[src/design/ictl_pkg.sv]
// Shared types and constants for the idle connection timeout list.
package ictl_pkg;

  localparam int MAX_RESULTS = 16;
  localparam int CNT_W       = 5;
  localparam int LIMIT_W     = 20;
  localparam int TIME_W      = 32;
  localparam int SLOT_W      = 4;

  typedef enum logic [1:0] {
    ACT_CONNECT    = 2'd0,
    ACT_DISCONNECT = 2'd1,
    ACT_MESSAGE    = 2'd2,
    ACT_TICK       = 2'd3
  } action_t;

  typedef struct packed {
    action_t             action;
    logic [SLOT_W-1:0]   conn_slot;
    logic [TIME_W-1:0]   time_now;
  } in_item_t;

  typedef struct packed {
    logic [SLOT_W-1:0] close_slot;
    logic              last;
  } out_item_t;

  typedef enum logic [2:0] {
    ST_IDLE,
    ST_UNLINK,
    ST_APPEND_A,
    ST_APPEND_B,
    ST_WALK_RD,
    ST_WALK_EVAL,
    ST_WALK_FIN
  } state_t;

endpackage

[src/design/idle_connection_timeout_list_unit.sv]
// Idle connection timeout list: LRU list of connection slots in link and stamp memories.
//
//   channel  direction  handshake          payload
//   in       input      in_valid/in_stall  in_data (action, conn_slot, time_now)
//   out      output     out_valid/out_stall out_data (close_slot, last)
//   cfg      input      cfg_valid/cfg_ready cfg_data (idle_limit)
//
// A connect or message to a listed slot passes through accept, unlink and two append
// writes; other events take a subset of these steps. A tick is accepted, then reads
// link/stamp memory and evaluates for each slot visited, enters the read state again
// when the walk runs off the list end, and then finishes; it can wait while the output stalls.
// Reset clears the listed bits, head and tail at once.
// The output register lets a result wait while the next item is accepted.
module idle_connection_timeout_list_unit #(
  parameter int MAX_CONN = 16
) (
  input  logic                                clk,
  input  logic                                rst,
  input  logic                                in_valid,
  output logic                                in_stall,
  input  ictl_pkg::in_item_t                  in_data,
  output logic                                out_valid,
  input  logic                                out_stall,
  output ictl_pkg::out_item_t                 out_data,
  input  logic                                cfg_valid,
  output logic                                cfg_ready,
  input  logic [ictl_pkg::LIMIT_W-1:0]        cfg_data
);

  localparam int LW = $clog2(MAX_CONN + 1);
  localparam int SW = (MAX_CONN > 1) ? $clog2(MAX_CONN) : 1;
  localparam logic [LW-1:0] NULL_LINK = LW'(MAX_CONN);

  ictl_pkg::state_t state, state_next;

  // Link and stamp memories.
  logic [LW-1:0]               next_mem  [MAX_CONN];
  logic [LW-1:0]               prev_mem  [MAX_CONN];
  logic [ictl_pkg::TIME_W-1:0] stamp_mem [MAX_CONN];

  logic                        rd_en;
  logic [SW-1:0]               rd_addr;
  logic [LW-1:0]               next_rd;
  logic [LW-1:0]               prev_rd;
  logic [ictl_pkg::TIME_W-1:0] stamp_rd;

  logic                        nx_we;
  logic [SW-1:0]               nx_waddr;
  logic [LW-1:0]               nx_wdata;
  logic                        pv_we;
  logic [SW-1:0]               pv_waddr;
  logic [LW-1:0]               pv_wdata;
  logic                        st_we;
  logic [SW-1:0]               st_waddr;
  logic [ictl_pkg::TIME_W-1:0] st_wdata;

  // Control and datapath registers.
  logic [MAX_CONN-1:0]          listed, listed_next;
  logic [LW-1:0]                head_slot, head_slot_next;
  logic [LW-1:0]                tail_slot, tail_slot_next;
  logic [ictl_pkg::LIMIT_W-1:0] idle_limit;
  ictl_pkg::action_t            act, act_next;
  logic [SW-1:0]                slot, slot_next;
  logic [ictl_pkg::TIME_W-1:0]  now, now_next;
  logic [LW-1:0]                cur, cur_next;
  logic [LW-1:0]                steps, steps_next;
  logic [ictl_pkg::CNT_W-1:0]   count, count_next;
  logic                         pend_valid, pend_valid_next;
  logic [ictl_pkg::SLOT_W-1:0]  pend_slot, pend_slot_next;

  logic                         out_load;
  ictl_pkg::out_item_t          out_load_data;
  logic                         out_free;

  logic                         in_accept;
  logic                         in_slot_ok;
  logic [SW-1:0]                in_slot;
  logic                         in_listed;
  logic [ictl_pkg::TIME_W-1:0]  age;
  logic                         age_neg;
  logic                         age_over;
  logic                         count_full;
  logic                         walk_done;

  assign in_stall   = (state != ictl_pkg::ST_IDLE);
  assign in_accept  = in_valid && !in_stall;
  assign cfg_ready  = 1'b1;
  assign in_slot    = SW'(in_data.conn_slot);
  assign in_slot_ok = int'(in_data.conn_slot) < MAX_CONN;
  assign in_listed  = listed[in_slot];
  assign out_free   = !out_valid || !out_stall;

  assign age        = now - stamp_rd;
  assign age_neg    = age[ictl_pkg::TIME_W-1];
  assign age_over   = !age_neg && (age > ictl_pkg::TIME_W'(idle_limit));
  assign count_full = (count + ictl_pkg::CNT_W'(1)) == ictl_pkg::CNT_W'(ictl_pkg::MAX_RESULTS);
  assign walk_done  = (cur >= NULL_LINK) || (steps == NULL_LINK);

  // Next state.
  always_comb begin
    state_next = state;
    case (state)
      ictl_pkg::ST_IDLE: begin
        if (in_accept) begin
          if (in_data.action == ictl_pkg::ACT_TICK) begin
            state_next = ictl_pkg::ST_WALK_RD;
          end else if (in_slot_ok) begin
            if (in_listed) begin
              state_next = ictl_pkg::ST_UNLINK;
            end else if (in_data.action == ictl_pkg::ACT_CONNECT) begin
              state_next = ictl_pkg::ST_APPEND_A;
            end
          end
        end
      end
      ictl_pkg::ST_UNLINK: begin
        state_next = (act == ictl_pkg::ACT_DISCONNECT) ? ictl_pkg::ST_IDLE
                                                       : ictl_pkg::ST_APPEND_A;
      end
      ictl_pkg::ST_APPEND_A: state_next = ictl_pkg::ST_APPEND_B;
      ictl_pkg::ST_APPEND_B: state_next = ictl_pkg::ST_IDLE;
      ictl_pkg::ST_WALK_RD: begin
        state_next = walk_done ? ictl_pkg::ST_WALK_FIN : ictl_pkg::ST_WALK_EVAL;
      end
      ictl_pkg::ST_WALK_EVAL: begin
        if (age_over) begin
          if (!pend_valid || out_free) begin
            state_next = count_full ? ictl_pkg::ST_WALK_FIN : ictl_pkg::ST_WALK_RD;
          end
        end else if (age_neg) begin
          state_next = ictl_pkg::ST_WALK_RD;
        end else begin
          state_next = ictl_pkg::ST_WALK_FIN;
        end
      end
      ictl_pkg::ST_WALK_FIN: begin
        if (!pend_valid || out_free) begin
          state_next = ictl_pkg::ST_IDLE;
        end
      end
      default: state_next = ictl_pkg::ST_IDLE;
    endcase
  end

  // Memory controls and register updates.
  always_comb begin
    rd_en           = 1'b0;
    rd_addr         = cur[SW-1:0];
    nx_we           = 1'b0;
    nx_waddr        = slot;
    nx_wdata        = NULL_LINK;
    pv_we           = 1'b0;
    pv_waddr        = slot;
    pv_wdata        = tail_slot;
    st_we           = 1'b0;
    st_waddr        = cur[SW-1:0];
    st_wdata        = now;
    listed_next     = listed;
    head_slot_next  = head_slot;
    tail_slot_next  = tail_slot;
    act_next        = act;
    slot_next       = slot;
    now_next        = now;
    cur_next        = cur;
    steps_next      = steps;
    count_next      = count;
    pend_valid_next = pend_valid;
    pend_slot_next  = pend_slot;
    out_load        = 1'b0;
    out_load_data   = '{close_slot: pend_slot, last: 1'b0};
    case (state)
      ictl_pkg::ST_IDLE: begin
        if (in_accept) begin
          act_next   = in_data.action;
          slot_next  = in_slot;
          now_next   = in_data.time_now;
          cur_next   = head_slot;
          steps_next = '0;
          count_next = '0;
          // Fetch the slot's links now so the unlink has them next cycle.
          rd_en      = 1'b1;
          rd_addr    = in_slot;
          if (in_data.action != ictl_pkg::ACT_TICK && in_slot_ok) begin
            st_waddr = in_slot;
            st_wdata = in_data.time_now;
            st_we    = (in_data.action == ictl_pkg::ACT_CONNECT) ||
                       (in_data.action == ictl_pkg::ACT_MESSAGE && in_listed);
          end
        end
      end
      ictl_pkg::ST_UNLINK: begin
        if (prev_rd >= NULL_LINK) begin
          head_slot_next = next_rd;
        end else begin
          nx_we    = 1'b1;
          nx_waddr = prev_rd[SW-1:0];
          nx_wdata = next_rd;
        end
        if (next_rd >= NULL_LINK) begin
          tail_slot_next = prev_rd;
        end else begin
          pv_we    = 1'b1;
          pv_waddr = next_rd[SW-1:0];
          pv_wdata = prev_rd;
        end
        listed_next[slot] = 1'b0;
      end
      ictl_pkg::ST_APPEND_A: begin
        pv_we    = 1'b1;
        pv_waddr = slot;
        pv_wdata = tail_slot;
        nx_we    = 1'b1;
        nx_waddr = slot;
        nx_wdata = NULL_LINK;
      end
      ictl_pkg::ST_APPEND_B: begin
        if (tail_slot >= NULL_LINK) begin
          head_slot_next = LW'(slot);
        end else begin
          nx_we    = 1'b1;
          nx_waddr = tail_slot[SW-1:0];
          nx_wdata = LW'(slot);
        end
        tail_slot_next    = LW'(slot);
        listed_next[slot] = 1'b1;
      end
      ictl_pkg::ST_WALK_RD: begin
        if (!walk_done) begin
          rd_en   = 1'b1;
          rd_addr = cur[SW-1:0];
        end
      end
      ictl_pkg::ST_WALK_EVAL: begin
        if (age_over) begin
          // The previous close is sent once a later one proves it is not the last.
          if (!pend_valid || out_free) begin
            out_load        = pend_valid;
            pend_valid_next = 1'b1;
            pend_slot_next  = ictl_pkg::SLOT_W'(cur);
            count_next      = count + ictl_pkg::CNT_W'(1);
            cur_next        = next_rd;
            steps_next      = steps + LW'(1);
          end
        end else if (age_neg) begin
          // Clock went backward: restamp and keep walking.
          st_we      = 1'b1;
          st_waddr   = cur[SW-1:0];
          st_wdata   = now;
          cur_next   = next_rd;
          steps_next = steps + LW'(1);
        end
      end
      ictl_pkg::ST_WALK_FIN: begin
        if (pend_valid && out_free) begin
          out_load        = 1'b1;
          out_load_data   = '{close_slot: pend_slot, last: 1'b1};
          pend_valid_next = 1'b0;
        end
      end
      default: begin
      end
    endcase
  end

  always_ff @(posedge clk) begin
    if (rst) begin
      state      <= ictl_pkg::ST_IDLE;
      listed     <= '0;
      head_slot  <= NULL_LINK;
      tail_slot  <= NULL_LINK;
      idle_limit <= ictl_pkg::LIMIT_W'(10);
      pend_valid <= 1'b0;
      count      <= '0;
      steps      <= '0;
      out_valid  <= 1'b0;
    end else begin
      state      <= state_next;
      listed     <= listed_next;
      head_slot  <= head_slot_next;
      tail_slot  <= tail_slot_next;
      pend_valid <= pend_valid_next;
      count      <= count_next;
      steps      <= steps_next;
      if (cfg_valid && cfg_ready) begin
        idle_limit <= cfg_data;
      end
      if (out_load) begin
        out_valid <= 1'b1;
      end else if (!out_stall) begin
        out_valid <= 1'b0;
      end
    end
  end

  always_ff @(posedge clk) begin
    act       <= act_next;
    slot      <= slot_next;
    now       <= now_next;
    cur       <= cur_next;
    pend_slot <= pend_slot_next;
    if (out_load) begin
      out_data <= out_load_data;
    end
  end

  always_ff @(posedge clk) begin
    if (nx_we) begin
      next_mem[nx_waddr] <= nx_wdata;
    end
    if (rd_en) begin
      next_rd <= next_mem[rd_addr];
    end
  end

  always_ff @(posedge clk) begin
    if (pv_we) begin
      prev_mem[pv_waddr] <= pv_wdata;
    end
    if (rd_en) begin
      prev_rd <= prev_mem[rd_addr];
    end
  end

  always_ff @(posedge clk) begin
    if (st_we) begin
      stamp_mem[st_waddr] <= st_wdata;
    end
    if (rd_en) begin
      stamp_rd <= stamp_mem[rd_addr];
    end
  end

`ifndef ASSERT_OFF
  a_head_tail_null: assert property (@(posedge clk) disable iff (rst)
    (state == ictl_pkg::ST_IDLE) |-> ((head_slot >= NULL_LINK) == (tail_slot >= NULL_LINK)))
    else $error("head and tail disagree on an empty list");

  a_empty_list: assert property (@(posedge clk) disable iff (rst)
    (state == ictl_pkg::ST_IDLE) |-> ((listed == '0) == (head_slot >= NULL_LINK)))
    else $error("listed bits disagree with the head pointer");

  a_no_pending_idle: assert property (@(posedge clk) disable iff (rst)
    (state == ictl_pkg::ST_IDLE) |-> !pend_valid)
    else $error("close request left pending after a tick");

  a_count_bound: assert property (@(posedge clk) disable iff (rst)
    count <= ictl_pkg::CNT_W'(ictl_pkg::MAX_RESULTS))
    else $error("too many close requests in one tick");

  a_walk_bound: assert property (@(posedge clk) disable iff (rst)
    (state == ictl_pkg::ST_WALK_EVAL) |-> (steps < NULL_LINK && cur < NULL_LINK))
    else $error("walk evaluated past the list end");
`endif

endmodule

[config.mk]
export PLATFORM = sky130hd
export DESIGN_NAME = idle_connection_timeout_list_unit
export DESIGN_NICKNAME = d
export VERILOG_FILES = /design/src/design/ictl_pkg.sv /design/src/design/idle_connection_timeout_list_unit.sv
export SDC_FILE = /design/constraint.sdc
export NUM_CORES = 1
export LEC_CHECK = 0
export BUFFER_PORTS_ARGS = -buffer_cell sky130_fd_sc_hd__buf_4
export CAP_MARGIN = 20
export CORE_UTILIZATION = 50
export CTS_CLUSTER_DIAMETER = 40
export CTS_CLUSTER_SIZE = 20
export DETAILED_ROUTE_END_ITERATION = 7
export GPL_TIMING_DRIVEN = 0
export MAX_ROUTING_LAYER = met4
export PLACE_DENSITY = 0.66
export SYNTH_ARGS = -nofsm -noshare
export SYNTH_HDL_FRONTEND = slang
export SYNTH_SLANG_ARGS = --single-unit
[constraint.sdc]
create_clock -name clk -period 5.5 [get_ports clk]
set_clock_uncertainty 0.05 [all_clocks]
set_input_delay 0 -clock clk [delete_from_list [all_inputs] [get_ports clk]]
set_output_delay 0 -clock clk [all_outputs]
set_load 0.03 [all_outputs]
==> Word-level counts from Yosys, hierarchy flattened <==
Memory sizes are Yosys's and may differ from the RTL's. A register that Yosys moved wholly into a read port is not among the register bits.
Cells that the tools add are included.
{ "op_classes": {"add_sub_neg": 3, "n_reduce_logical": 28, "muxes": 83, "n_lt_le_gt_ge": 8, "n_bitwise": 3, "eq_ne": 24} }
{ "ops": {"columns": ["operator", "count"], "rows": [
  ["$mux 32", 3],
  ["$mux 5", 17],
  ["$pmux 5 s2", 6],
  ["$mux 4", 9],
  ["$gt 32x20->1", 1],
  ["$pmux 16 s2", 1],
  ["$sub 32x32->32", 1],
  ["$mux 1", 26],
  ["$mux 3", 7],
  ["$ge 5x5->1 const B", 4],
  ["$ne 2x2->1 const B", 9],
  ["$pmux 3 s6", 1],
  ["$and 16x16->16", 1],
  ["$not 16->16", 1],
  ["$or 16x16->16", 1],
  ["$reduce_and 4->1", 4],
  ["$add 5x1->5 const B", 2],
  ["$eq 5x5->1 const B", 2],
  ["$lt 4x5->1 const B", 2],
  ["$pmux 1 s2", 5],
  ["$eq 3x3->1 const B", 3],
  ["$mux 2", 4],
  ["$pmux 4 s2", 1],
  ["$eq 3x2->1 const B", 2],
  ["other kinds (19)", 36]
]} }
{ "totals": {"ff_bits": 113, "ramBits": 672, "n_memories": 3, "word_cells": 168} }
{ "memory_table": {"columns": ["memory", "depth", "width", "read_ports", "rd_ports_with_merged_regs", "write_ports", "line", "rtl"], "rows": [
  ["stamp_mem", 16, 32, 1, 1, 1, "idle_connection_timeout_list_unit.sv:39", "logic [ictl_pkg::TIME_W-1:0] stamp_mem [MAX_CONN];"],
  ["next_mem", 16, 5, 1, 1, 1, "idle_connection_timeout_list_unit.sv:37", "logic [LW-1:0] next_mem [MAX_CONN];"],
  ["prev_mem", 16, 5, 1, 1, 1, "idle_connection_timeout_list_unit.sv:38", "logic [LW-1:0] prev_mem [MAX_CONN];"]
]} }

==> Logic depth before layout (Yosys ltp) <==
Gate-level depths: netlist of run 1.
{ "logic_depth": {"depth_word": 9, "mapped_depth": 22} }

==> Least setup slack after synthesis of run 1 <==
OpenSTA, ideal clock, no wires.
{ "synth_path": {"path_kind": "register to register", "from": "register state[2]", "to": "memory stamp_mem[0][0] (netlist bit), enable pin", "synth_period_minus_slack_ps": 4890, "stages_incl_launch_ff": 10, "path_slack_ps": 610, "arrival_ps": 4419, "cell_sequence": "dfxtp_1 > nor3_1 > nand2_1 > inv_1 > buf_1 > nand2_1 > clkbuf_1 > nor3_1 > a31oi_1 > nor2_1"} }
{ "synth_between": {"elab_chain_cells": 7, "word_cells_on_any_way": 11} }
{ "synth_rtl": {"columns": ["item", "line", "rtl"], "rows": [
  ["from (decl)", "idle_connection_timeout_list_unit.sv:34", "ictl_pkg::state_t state, state_next;"],
  ["from (signal assigned)", "idle_connection_timeout_list_unit.sv:267", "state <= ictl_pkg::ST_IDLE;"],
  ["from (signal assigned)", "idle_connection_timeout_list_unit.sv:277", "state <= state_next;"],
  ["$reduce_bool 3->1", "idle_connection_timeout_list_unit.sv:85", "assign in_stall = (state != ictl_pkg::ST_IDLE);"],
  ["$logic_not 1->1", "idle_connection_timeout_list_unit.sv:86", "assign in_accept = in_valid && !in_stall;"],
  ["$logic_and 1x1->1", "idle_connection_timeout_list_unit.sv:86", null],
  ["$mux 1", "idle_connection_timeout_list_unit.sv:173", "if (in_accept) begin"],
  ["$pmux 1 s2", "idle_connection_timeout_list_unit.sv:171", "case (state)"],
  ["$mux 1", "idle_connection_timeout_list_unit.sv:325", "if (st_we) begin"],
  ["$mux 1 (not written as such)", "idle_connection_timeout_list_unit.sv:326", "stamp_mem[st_waddr] <= st_wdata;"],
  ["to (decl)", "idle_connection_timeout_list_unit.sv:39", null]
]} }
Several ways; a longest one is shown, not always the timed one.

==> Final worst setup path of run 1 <==
{ "layout_path": {"from": "register now[0] (netlist bit)", "to": "register steps[4]"} }
{ "layout_between": {"elab_chain_cells": 5, "word_cells_on_any_way": 9} }
{ "layout_rtl": {"columns": ["item", "line", "rtl"], "rows": [
  ["from (decl)", "idle_connection_timeout_list_unit.sv:64", "logic [ictl_pkg::TIME_W-1:0] now, now_next;"],
  ["from (signal assigned)", "idle_connection_timeout_list_unit.sv:298", "now <= now_next;"],
  ["$sub 32x32->32 (*)", "idle_connection_timeout_list_unit.sv:93", "assign age = now - stamp_rd;"],
  ["$gt 32x20->1 or $logic_not 1->1 (tied branches)", "idle_connection_timeout_list_unit.sv:95", "assign age_over = !age_neg && (age > ictl_pkg::TIME_W'(idle_limit));"],
  ["$logic_and 1x1->1", "idle_connection_timeout_list_unit.sv:95", null],
  ["$ne 3x3->1 (no source line) or $mux 5 (tied branches)", null, null],
  ["$reduce_and 4->1 (no source line) or $pmux 5 s2 (tied branches)", null, null],
  ["to (signal assigned)", "idle_connection_timeout_list_unit.sv:283", "steps <= steps_next;"],
  ["to (decl)", "idle_connection_timeout_list_unit.sv:66", "logic [LW-1:0] steps, steps_next;"]
]} }
Every way passes the cells marked *; elsewhere a longest branch is shown, timed or not.
A chain may end at the register's enable or synchronous reset.

==> flow_metrics.tcl, run 1 <==
set metrics [dict create \
    grt_usage_pct 27.7 \
    synthCells 2245 \
    synth_compound_area_share_pct 6.21 \
    routed_wl_um 94200 \
    end_kind "flop" \
    grt_pass1_wl_um 139000 \
    slew_violations 0 \
    routed-via-count 21723 \
    required_ps 6040 \
    finalNonFillerCells 3551 \
    synth_xor_area_share_pct 0.549 \
    max_freq_mhz 187 \
    critical_path_arrival_ps 5880 \
    syn_area_per_cell_sq_um 15.6 \
    synthAdderAreaFrac_pct 2.02 \
    htree_levels 3 \
    synthDistinctLibCells 77 \
    hpwl_um 63300 \
    routed_via_density 6.12 \
    gp_congestion 0.932 \
    netlist_top_cells_count "766 x edfxtp_1, 291 x nand2_1, 173 x mux4_2" \
    rsz0062_at_grt "yes" \
    yosys.area.top_type "edfxtp_1" \
    grt_pass1_vias 21899 \
    dp_cells 3270 \
    tightest_slew_ps 1140 \
    drt_iter0_markers 2631 \
    ys_warn_count 0 \
    crit_path_max_fanout 10 \
    synth.mux.area_fraction_pct 12.3 \
    antenna_found_initial 0 \
    p_leak_nw 14.2 \
    power.density_nw_per_um2 458 \
    synth.most_common_cell "edfxtp_1" \
    numClockSinks 827 \
    finalHoldViolations 0 \
    io-pin-count 71 \
    min_path_type "in -> reg" \
    synth_edf_count 766 \
    cap_viol_max_count 0 \
    insertion_delay_ps 670 \
    wl_per_cell_um 26.5 \
    dr.pass1.iters 6 \
    syn_nets 2364 \
    area_growth_pct 19.3 \
    irDropWorstVdd_mv 0.239 \
    ys_async_sr_fraction_pct 0 \
    grt.overflow.total 0 \
    die_w_um 267 \
    synthFlopType "edfxtp_1" \
    start_util_pct 50.9 \
    start_kind "flop" \
    row_count 96 \
    synth.top_cell.area_share_pct 65.5 \
    synth_area_leaders "edfxtp_1 65%, mux4_2 11%, dfxtp_1 3.5%" \
    drtAntennaViolNets 0 \
    clockBufferDepth 3 \
    ys_ff_latch 827 \
    grt_max_degree 28 \
    nets 2645 \
    clk_pin_slew_ps 70 \
    fillers 5096 \
    synth_top_family_by_area "multiplexers" \
    fin_tns_setup_ps 0 \
    synthSimpleGateAreaFrac_pct 7.94 \
    dieArea_sq_um 71300 \
    root_buffer "clkbuf_16" \
    setup_violations 0 \
    antenna_cells 0 \
    fin_crit_ps 5350 \
    status "completed" \
    critPathKind "reg -> reg" \
    drc 0 \
    die_h_um 267 \
    drive_gt1_share_pct 20.3 \
    portBuffers 68 \
    cts_tree "done" \
    fin_crit_sh_pct 97.2 \
    synthesis.area_sq_um 35100 \
    cts_buffers 107 \
    ys_seq_area_share_pct 69.0 \
    max_slew_margin_pct 21.7 \
    core_area_sq_um 69100 \
]
-- per-stage QoR --
step / power [mW] / hold WS (ps) / instance area, sq um / worst slack [ps] / utilization [%]
2_1_floorplan: 10.6 / 48.9 / 35100 / 610 / -
3_3_place_gp: 11.9 / 139 / 36800 / -3510 / 53.3
3_5_place_dp: 12.1 / 140 / 37400 / -328 / 54.1
4_1_cts: 19.1 / 0.0907 / 41800 / 3.79 / 60.5
5_1_grt: 19.9 / 10.3 / 41900 / -61.0 / 60.7
6_report: 19.2 / 23.7 / 41900 / 154 / 60.7
-- sequential cells by signal, summed over array words and instances (netlist names), named ones only --
signal / flops
slot: 4
out_valid: 1
prev_mem: 80
out_data: 5
pend_valid: 1
act: 2
prev_rd: 5
next_mem: 80
idle_limit: 20
stamp_rd: 32
stamp_mem: 512
now: 32
tail_slot: 5
state: 3
steps: 5
cur: 5
pend_slot: 4
count: 5
next_rd: 5
head_slot: 5
-- critical path, stage by stage (launching register included) --
cell and delay (ps):
edfxtp_1 380, inv_2 70, ha_2 170, inv_1 60
fa_2 430, a211oi_4 290, o21ai_2 120, a21oi_1 490
xnor2_1 170, ha_1 300, nand4_1 150, or4_1 570
mux2i_1 140, a31oi_1 90, a311oi_1 330, o2111ai_2 210
nor4_4 260, buf_6 170, a211oi_4 110, or4_4 530
a21boi_1 150
-- routing by layer --
layer / wire [um] / global-route usage, % / vias up
li1: - / - / 9392
met1: 38600 / 38.3 / 10981
met2: 43700 / 42.4 / 1168
met3: 9520 / 4.92 / 182
met4: 2320 / 8.17 / 0
met5: 0 / - / -
-- power breakdown --
| part | leakage (nW) | total [mW] | switching, mW | internal [mW] |
|---|---|---|---|---|
| registers | 7.46 | 7.60 | 0.125 | 7.47 |
| logic | 4.95 | 4.56 | 2.92 | 1.64 |
| clock network | 1.78 | 7.03 | 2.90 | 4.13 |
| total | 14.2 | 19.2 | 5.95 | 13.2 |
-- cell usage in the layout (no fill, tap or decap), types with 54 or more instances in the layout --
cell / instances
ha_1: 54
dlygate4sd3_1: 71
a31oi_1: 66
buf_4: 71
mux4_2: 173
dfxtp_1: 61
inv_1: 69
nand2_1: 291
clkbuf_1: 84
edfxtp_1: 766
a21oi_1: 68
nor2_1: 100
clkbuf_16: 111
-- cells by family (layout without fill, tap and decap cells) --
group	count (synthesis)	count (layout)
AOI/OAI and AO/OA	332	332
xor gates and xnor gates	22	22
adders and majority gates	56	56
buffers and inverters	184	559
DFF	827	827
muxes	213	213
other	1	1
and+or+nand+nor	610	610
-- final cells by class --
type / instances / area, sq um / share of cell area (%)
multi-input cells: 1234 / 10400 / 24.8
clock buffers: 121 / 2820 / 6.72
clock inverters: 82 / 877 / 2.09
well taps: 931 / 1160 / 2.78
repair buffers: 172 / 1720 / 4.11
flip-flops and latches: 827 / 24200 / 57.8
plain buffers: 114 / 463 / 1.10
inverters: 70 / 263 / 0.627
-- final timing paths --
path,depth (start not counted),slack (ps),to,start
hold reg to reg,0,370,out_data[1],pend_slot[0]
hold / removal,2,20,now[18],in_data[18]
setup / recovery,20,150,steps[4],now[0]
setup reg to reg,20,150,steps[4],now[0]
-- repair_timing --
item,CTS,global route
setup endpoints to repair,49,49
hold buffers,71,0
buffers inserted,1,1
endpoints found under the hold margin,279,0
gates resized for setup,6,21
pin swaps,1,13
Note: power is estimated with default switching activity, not from simulation.
==> run 2, diff against run 1 <==
- ABC_AREA: not set -> 1
- BUFFER_PORTS_ARGS: -buffer_cell sky130_fd_sc_hd__buf_4 -> -buffer_cell sky130_fd_sc_hd__buf_2
- GPL_ROUTABILITY_DRIVEN: not set -> 1
==> run 2 against run 1 <==
Net effect: the run now ends with design-rule violations left; synthesized cell count grew 37%; critical path type unchanged; count of clock-buffer cells in the layout shrank 14; non-clock buffer count grew 59; highest routed layer unchanged; synthesized area grew 1.4%.
==> flow_metrics.tcl, run 2 <==
set metrics [dict create \
    fin_crit_sh_pct 83.8 \
    synthCells 3083 \
    drtAntennaViolNets 0 \
    clk_pin_slew_ps 60 \
    syn_nets 3202 \
    grt_pass1_vias 25644 \
    start_util_pct 50.7 \
    drc 1 \
    end_kind "flop" \
    final_core_util_pct 60.1 \
    routed.top_layer "met4" \
    setup_violations 0 \
    io-pin-count 71 \
    die_w_um 269 \
    grt_max_degree 41 \
    postCtsHoldBufs 90 \
    routed-wl-met3_um 13200 \
    cap_viol_max_count 0 \
    start_kind "flop" \
    nets 3494 \
    power_switching_mw 9.33 \
    synth.top_cell.area_share_pct 64.6 \
    synth_edf_count 766 \
    drt-met1-wl_um 42500 \
    ys_async_sr_fraction_pct 0 \
    p_int_mw 13.8 \
    dieArea_sq_um 72300 \
    htree_levels 3 \
    routed_via_density 6.09 \
    hpwl_um 77400 \
    irDropWorstVdd_mv 0.299 \
    synth_area_leaders "edfxtp_1 65%, o21ai_0 5.7%, nor2_1 4.8%" \
    yosys.area.top_type "edfxtp_1" \
    synthDistinctLibCells 48 \
    routed-wl-met2_um 52800 \
    wl_per_cell_um 25.8 \
    critPathKind "reg -> reg" \
    crit_path_max_fanout 40 \
    largest_register_ffs 512 \
    p_leak_nw 15.1 \
    drive_gt1_share_pct 12.1 \
    clkPwrFrac_pct 29.6 \
    routed-via-count 26844 \
    slew_violations 0 \
    routed_wl_um 114000 \
    grt_usage_pct 32.3 \
    whs_ps 25.8 \
    root_buffer "clkbuf_16" \
    clockBufferDepth 3 \
    max_slew_margin_pct 22.1 \
    die_h_um 269 \
    syn_area_per_cell_sq_um 11.6 \
    finalNonFillerCells 4406 \
    synthesis.area_sq_um 35600 \
    portBuffers 69 \
    gp_congestion 0.939 \
    status "finished, violations left" \
    fin_tns_setup_ps 0 \
    postCtsSetupBuffers 0 \
    power.density_nw_per_um2 549 \
    synth.most_common_cell "edfxtp_1" \
    min_path_type "in -> reg" \
    insertion_delay_ps 680 \
    cts_tree "done" \
    drt_iter0_markers 3859 \
    cts_buffers 104 \
    dp_cells 4119 \
    swShare_pct 40.3 \
    ys_seq_area_share_pct 68.0 \
    reg_top3 "stamp_mem x512, next_mem x80, prev_mem x80" \
    max_freq_mhz 217 \
    grt.overflow.total 0 \
    netlist_top_cells_count "766 x edfxtp_1, 456 x nor2_1, 403 x o21ai_0" \
    tightest_slew_ps 1170 \
    grt_pass1_wl_um 163000 \
    fin_crit_ps 4610 \
    finalHoldViolations 0 \
    stdcell_area_sq_um 42200 \
    area_growth_pct 18.5 \
    violations "design-rule violations" \
    seq_power_share_pct 34.0 \
    dr.pass1.iters 8 \
    cts_resized 0 \
    ys_warn_count 0 \
    critical_path_arrival_ps 4910 \
    placed_cell_area_sq_um 37700 \
    synthFlopType "edfxtp_1" \
    final_cell_mix "766 x edfxtp_1, 440 x nor2_1, 398 x o21ai_0" \
    rsz0062_at_grt "no" \
    antenna_found_initial 1 \
    required_ps 5800 \
    numClockSinks 827 \
    ys_ff_latch 827 \
    power_frac_comb_pct 36.5 \
    final_common_cell "edfxtp_1" \
    largest_register "stamp_mem" \
    row_count 97 \
    core_area_sq_um 70300 \
]
## run 2: cell count changes in the layout (fill, tap and decap cells not counted), sizes merged, moves of 32 or more
cell,previous run,this run
mux2i,33,0
inv,96,256
o211ai,14,46
nor2,117,471
nand2,291,401
a31oi,66,13
nand3,32,102
a211oi,51,0
and2,50,5
o22ai,3,50
o21ai,51,411
mux4,173,0
o221ai,2,125
## run 2: power groups by stage
stage | registers, mW | clock network, mW | logic [mW]
global placement | 8.01 | 0 | 7.82
floorplan | 7.93 | 0 | 4.89
global route | 7.90 | 7.12 | 9.02
finish | 7.87 | 6.85 | 8.45
detailed placement | 8.00 | 0 | 8.10
CTS | 7.87 | 6.87 | 8.20
## run 2: final timing paths
path                     start               end  slack, ps  depth (start not counted)
setup reg to reg      state[1]  stamp_mem[3][19]        890                         12
hold / removal     in_data[28]           now[28]         30                          2
setup / recovery      state[1]  stamp_mem[3][19]        890                         12
hold reg to reg   pend_slot[3]       out_data[4]        380                          0
## run 2: cells by family after synthesis
logic type	Yosys count	synth area share, %
DFF	827	68.0
and+or+nand+nor	1014	11.7
AOI/OAI and AO/OA	739	12.4
adders and majority gates	56	1.99
xor gates and xnor gates	25	0.615
buffers and inverters	390	4.29
other	1	0.0105
muxes	31	0.980
## run 2: cell type report
type	instances	area [sq um]
Buffer	159	662
Inverter	231	867
Timing Repair Buffer	186	1710
Fill cell	5405	28100
Multi-Input combinational cell	1866	9990
Tap cell	940	1180
Antenna cell	1	2.50
Sequential cell	827	24200
Clock buffer	107	2640
Clock inverter	89	943
## run 2: metrics by stage
| step | total power, mW | setup WS [ps] |
|---|---|---|
| global route | 24.1 | 637 |
| finish | 23.2 | 892 |
| floorplan | 12.8 | 1510 |
| detailed placement | 16.1 | 877 |
| CTS | 22.9 | 848 |
| global placement | 15.8 | -1170 |
## run 2: worst max-delay path, stage by stage, from the launching register on
cell and delay [ps]:
dfxtp_1 290, buf_2 180, nor2_4 130, inv_2 60, nor2_4 130, nand2_4 100, inv_2 690, nand2_1 360
clkbuf_1 420, o21ai_0 530, nand2_1 380, nor2_4 650, buf_12 290
## run 2: layer usage
| metal | GRT usage, % | vias to the layer above |
|---|---|---|
| met5 | - | - |
| met1 | 40.6 | 12894 |
| met2 | 50.7 | 1868 |
| met4 | 15.2 | 0 |
| met3 | 6.11 | 336 |
| li1 | - | 11746 |
